==> src/qau_pkg.sv <==
// Shared types, codes and saturation helpers for the quaternion arithmetic unit.
package qau_pkg;

	localparam int QAU_FRAC_BITS = 16;

	typedef enum logic [3:0] {
		OP_ADD   = 4'd0,
		OP_SUB   = 4'd1,
		OP_MUL   = 4'd2,
		OP_SCALE = 4'd3,
		OP_CONJ  = 4'd4,
		OP_NORM  = 4'd5,
		OP_INV   = 4'd6,
		OP_NLERP = 4'd7,
		OP_MAT   = 4'd8
	} op_t;

	typedef enum logic [1:0] {
		ST_OK   = 2'd0,
		ST_ZERO = 2'd1,
		ST_SAT  = 2'd2
	} status_t;

	typedef struct packed {
		logic [31:0] v;
		logic        f;
	} sat_t;

	// Item state carried down the pipeline. res holds the finished quaternion, row 0 of the
	// matrix, or the raw vector to normalize or invert; mrow holds matrix rows 1 and 2.
	typedef struct packed {
		logic [3:0]        mode;
		logic [3:0][31:0]  res;
		logic [5:0][31:0]  mrow;
		logic [2:0]        flag;
		logic [64:0]       sq;
	} carry_t;

	typedef struct packed {
		logic [3:0][32:0] q;
		logic [3:0]       ovf;
		logic             zero;
	} div_res_t;

	function automatic sat_t sat32(input logic signed [63:0] x);
		sat_t r;
		r.v = x[31:0];
		r.f = 1'b0;
		if (x > 64'sd2147483647) begin
			r.v = 32'h7fff_ffff;
			r.f = 1'b1;
		end else if (x < -64'sd2147483648) begin
			r.v = 32'h8000_0000;
			r.f = 1'b1;
		end
		return r;
	endfunction

	function automatic sat_t neg_sat(input logic [31:0] v);
		sat_t r;
		if (v == 32'h8000_0000) begin
			r.v = 32'h7fff_ffff;
			r.f = 1'b1;
		end else begin
			r.v = 32'd0 - v;
			r.f = 1'b0;
		end
		return r;
	endfunction

	// Apply sign to a quotient magnitude; ovf means the quotient reached 2^33.
	function automatic sat_t div_sat(input logic neg, input logic [32:0] q, input logic ovf);
		sat_t r;
		logic big;
		logic edge_val;
		big      = ovf || (q > 33'h0_8000_0000);
		edge_val = (q == 33'h0_8000_0000);
		if (neg) begin
			if (big || edge_val) begin
				r.v = 32'h8000_0000;
				r.f = big;
			end else begin
				r.v = 32'(33'd0 - q);
				r.f = 1'b0;
			end
		end else begin
			if (big || edge_val) begin
				r.v = 32'h7fff_ffff;
				r.f = 1'b1;
			end else begin
				r.v = q[31:0];
				r.f = 1'b0;
			end
		end
		return r;
	endfunction

endpackage

==> src/qau_out.sv <==
// Result assembly and output register; a matrix item leaves as three row beats.
module qau_out import qau_pkg::*; (
	input  logic         clk,
	input  logic         arst_n,
	input  logic         in_valid,
	input  carry_t       in_carry,
	input  div_res_t     in_res,
	output logic         en,
	output logic         m_tvalid,
	input  logic         m_tready,
	output logic [127:0] m_tdata,
	output logic [3:0]   m_tuser,
	output logic         m_tlast
);

	logic [2:0][2:0][31:0] rv;
	logic [31:0]           rz;
	logic [2:0][1:0]       st;
	logic                  mat;

	logic [2:0][2:0][31:0] rv_q;
	logic [31:0]           rz_q;
	logic [2:0][1:0]       st_q;
	logic                  mat_q;
	logic                  valid_q;
	logic [1:0]            row_q;
	logic                  last;

	always_comb begin
		sat_t ds;
		sat_t ns;
		logic f;
		logic [3:0][31:0] qv;
		rv  = '0;
		rz  = '0;
		st  = '0;
		mat = 1'b0;
		f   = 1'b0;
		qv  = '0;
		ds  = '0;
		ns  = '0;
		case (in_carry.mode)
			OP_MAT: begin
				mat = 1'b1;
				for (int i = 0; i < 3; i++) begin
					rv[0][i] = in_carry.res[i];
					rv[1][i] = in_carry.mrow[i];
					rv[2][i] = in_carry.mrow[3 + i];
				end
				for (int k = 0; k < 3; k++)
					st[k] = in_carry.flag[k] ? ST_SAT : ST_OK;
			end
			OP_NORM, OP_INV, OP_NLERP: begin
				if (in_res.zero) begin
					st[0] = ST_ZERO;
				end else begin
					f = in_carry.flag[0];
					for (int i = 0; i < 4; i++) begin
						ds = div_sat(in_carry.res[i][31], in_res.q[i], in_res.ovf[i]);
						f  = f | ds.f;
						if (in_carry.mode == OP_INV && i > 0) begin
							ns    = neg_sat(ds.v);
							f     = f | ns.f;
							qv[i] = ns.v;
						end else begin
							qv[i] = ds.v;
						end
					end
					for (int i = 0; i < 3; i++)
						rv[0][i] = qv[i];
					rz    = qv[3];
					st[0] = f ? ST_SAT : ST_OK;
				end
			end
			default: begin
				for (int i = 0; i < 3; i++)
					rv[0][i] = in_carry.res[i];
				rz    = in_carry.res[3];
				st[0] = in_carry.flag[0] ? ST_SAT : ST_OK;
			end
		endcase
	end

	assign last = !mat_q || (row_q == 2'd2);
	// Advance the pipeline only when the held item has left or is leaving on this beat.
	assign en   = !valid_q || (m_tready && last);

	always_ff @(posedge clk or negedge arst_n) begin
		if (!arst_n) begin
			valid_q <= 1'b0;
			row_q   <= '0;
		end else if (en) begin
			valid_q <= in_valid;
			row_q   <= '0;
		end else if (m_tready) begin
			row_q <= row_q + 2'd1;
		end
	end

	always_ff @(posedge clk) begin
		if (en && in_valid) begin
			rv_q  <= rv;
			rz_q  <= rz;
			st_q  <= st;
			mat_q <= mat;
		end
	end

	assign m_tvalid = valid_q;
	assign m_tdata  = {rz_q, rv_q[row_q][2], rv_q[row_q][1], rv_q[row_q][0]};
	assign m_tuser  = {st_q[row_q], row_q};
	assign m_tlast  = last;

endmodule

==> config.mk <==
export PLATFORM = sky130hd
export DESIGN_NAME = qau_out
export DESIGN_NICKNAME = d
export VERILOG_FILES = /design/src/qau_pkg.sv /design/src/qau_out.sv
export SDC_FILE = /design/constraint.sdc
export NUM_CORES = 1
export LEC_CHECK = 0
export ABC_AREA = 0
export BUFFER_PORTS_ARGS = -buffer_cell sky130_fd_sc_hd__clkbuf_2
export CORE_AREA = 2 2 259 261
export CTS_CLUSTER_DIAMETER = 80
export DETAILED_ROUTE_END_ITERATION = 10
export DIE_AREA = 0 0 261 263
export SYNTH_ARGS = -nofsm -noshare
export SYNTH_HDL_FRONTEND = slang
export SYNTH_SLANG_ARGS = --single-unit
==> constraint.sdc <==
create_clock -name clk -period 10.5 [get_ports clk]
set_input_delay 2.1 -clock clk [delete_from_list [all_inputs] [get_ports clk]]
set_output_delay 2.1 -clock clk [all_outputs]
set_load 0.05 [all_outputs]
==> results.cfg <==
[run_status]
run_status = finished, final reports clean

[timing]
clock_skew_ps = 29.4
setup-tns-final_ps = 0
setup_viol = 0
worst_pin_slew_ps = 1180
max_freq_mhz = 153
post-route-period-util_pct = 62.1
fin_crit_ps = 6520
rsz0062_at_grt = no
slew_violations = 0
hold_viol_final = 0
max_slew_margin_pct = 21.1

[min_path]
hold_path_depth = 1
hold_start = m_tvalid
hp-class = flip-flop to flip-flop
whs_endpoint = row_q[0]

[worst_setup_path]
r2r_cells = 8
crit_start = in_res[105]
cp.required_ps = 10920
r2r_setup_slack_ps = 6780
critPathKind = input port to flip-flop
critPathCaptureType = flip-flop
r2r_end = rz_q[14]
path_max_fanout = 23
crit_arrival_ps = 6950
rr_startpoint = row_q[0]
startpoint_type = input port

[die]
die_area_um2 = 68600
rows = 94
ios = 668
die_h_um = 263
core_um2 = 65600
initial_core_util_pct = 35.6
die_w_um = 261

[drt]
first_iter_violations = 2017
vias = 22510
drc = 0
first_pass_iters = 6
ant_nets = 0
routed_wirelength_um = 89700
wl_per_cell_um = 22.6
viasPerCell = 5.67

[synthesis]
synthCells = 2601
yosysSeqAreaShare_pct = 42.1
synth_cell_types = 89
synth-warning-count = 0
yosys.area.top_type = edfxtp_1
synth_top_cells_by_count = edfxtp_1, nand2_1, o21ai_0
syn_nets = 3142
synthTopCellsByArea = edfxtp_1, and2_1, o21ai_0
synth_area_um2 = 23400
synth_top_cell_area_share_pct = 41.8
synth_edf_count = 325
postSynthAreaPerCell_um2 = 8.98
ys_ff_latch = 328
synthFlopType = edfxtp_1
ys_async_sr_fraction_pct = 0.915
yosysMostFrequentCell = edfxtp_1

[final_layout]
syn_to_final_growth_pct = 21.3
nNetsFinal = 3602
fill_cells = 6550
drive_gt1_share_pct = 25.3

[clock_network]
cts_tree = built
ctsResizeCount = 0
cts_buffer_depth = 3
root_buffer = clkbuf_16
numCtsBuffers = 41
post_cts_buffers = 0
path_clk_slew_ps = 60
clock_sinks = 328
cts_max_level = 2
clkLatencyLatePin_ps = 570
hold_buffers = 0

[grt]
grt_first_pass_wirelength_um = 131000
track_usage_pct = 24.8
grt_max_degree = 108
antenna_found_initial = 20
grt_overflow = 0
grt_pass1_vias = 20831

[run]
maxCapViolations = 0

[power_and_ir_drop]
power_leakage_uw = 0.0107
peakVddDrop_v = 0.000104
total_power_uw = 3950
powerDensity_nw_per_um2 = 139

[place]
place_congestion = 0.934
hpwl_um = 66800
port_buffers = 602
-- critical path, stage by stage --
cell and delay [ps]:
clkbuf_2 160, inv_1 80, ha_1 270, nor3b_2 530
nand4_1 580, o31a_1 430, a211oi_1 620, nand3_1 170
nor4b_2 240, buf_4 220, nand2_1 570, nor2_1 760
a221o_1 210
-- metrics by stage --
step	cells	cell area (um^2)	utilization [%]	hold slack, ps	setup slack [ps]
2_1_floorplan	2601	23400	-	781	3420
3_3_place_gp	3882	26900	41.0	551	3480
3_5_place_dp	3882	26900	41.0	521	3530
4_1_cts	3958	28300	43.1	551	4150
5_1_grt	3969	28300	43.2	586	3660
6_report	3972	28300	43.2	555	3980
-- placed cells by master, fill, tap and decap left out, types with 39 or more instances in the layout --
cell	instances
nor2_1	191
a31oi_1	44
clkbuf_16	41
mux2i_1	107
nand3_1	56
edfxtp_1	325
nand2_1	262
o21ai_0	233
and2_1	204
o31ai_1	39
nor3_1	71
xnor2_1	49
a21o_1	50
a21oi_1	149
clkbuf_2	602
-- layer usage --
layer  part of all wire, %  vias to the layer above  global-route usage [%]
li1                      -                    10754                       -
met3                   8.4                      118                    5.34
met1                    42                    10710                    33.1
met4                   2.1                       14                    6.50
met5                  0.10                        -                       0
met2                    47                      914                    40.7
-- logic make-up (layout without fill, tap and decap cells) --
| group | count (synthesis) | count (layout) | synth area share [%] |
|---|---|---|---|
| and+or+nand+nor | 1053 | 1053 | 23.9 |
| buffers and inverters | 251 | 744 | 4.23 |
| DFF | 328 | 328 | 42.1 |
| muxes | 108 | 108 | 4.63 |
| AOI/OAI and AO/OA | 768 | 768 | 21.5 |
| other | 0 | 14 | 0 |
| xor gates and xnor gates | 85 | 85 | 3.19 |
| adders and majority gates | 8 | 8 | 0.429 |
-- how the worst max path moves through the flow --
| stage | to | slack [ps] |
|---|---|---|
| after floorplan | mat_q | 3420 |
| after global placement | rz_q[19] | 3480 |
| after detailed placement | rz_q[19] | 3530 |
| after CTS | rz_q[19] | 4150 |
| after global routing | rz_q[28] | 3660 |
| final | rz_q[19] | 3980 |
-- where the power goes --
part,leakage (uW),switching [uW],total [uW],internal (uW)
clock network,0.000672,595,1430,839
registers,0.00314,33.9,1560,1530
logic,0.00693,684,955,271
-- state kept, by name, indices dropped and copies added (netlist names) --
register and count:
rv_q 288, st_q 4, mat_q 1, m_tvalid 1
row_q 2, rz_q 32
-- layout make-up --
| cell class | instances | area, um^2 | area share, % |
|---|---|---|---|
| Clock inverter | 23 | 251 | 0.888 |
| Antenna cell | 14 | 35.0 | 0.124 |
| Inverter | 28 | 105 | 0.371 |
| Sequential cell | 328 | 9840 | 34.7 |
| Tap cell | 864 | 1080 | 3.82 |
| Clock buffer | 53 | 1120 | 3.96 |
| Timing Repair Buffer | 640 | 3300 | 11.6 |
| Multi-Input combinational cell | 2022 | 12600 | 44.5 |
Note: power is estimated with default switching activity, not from simulation.
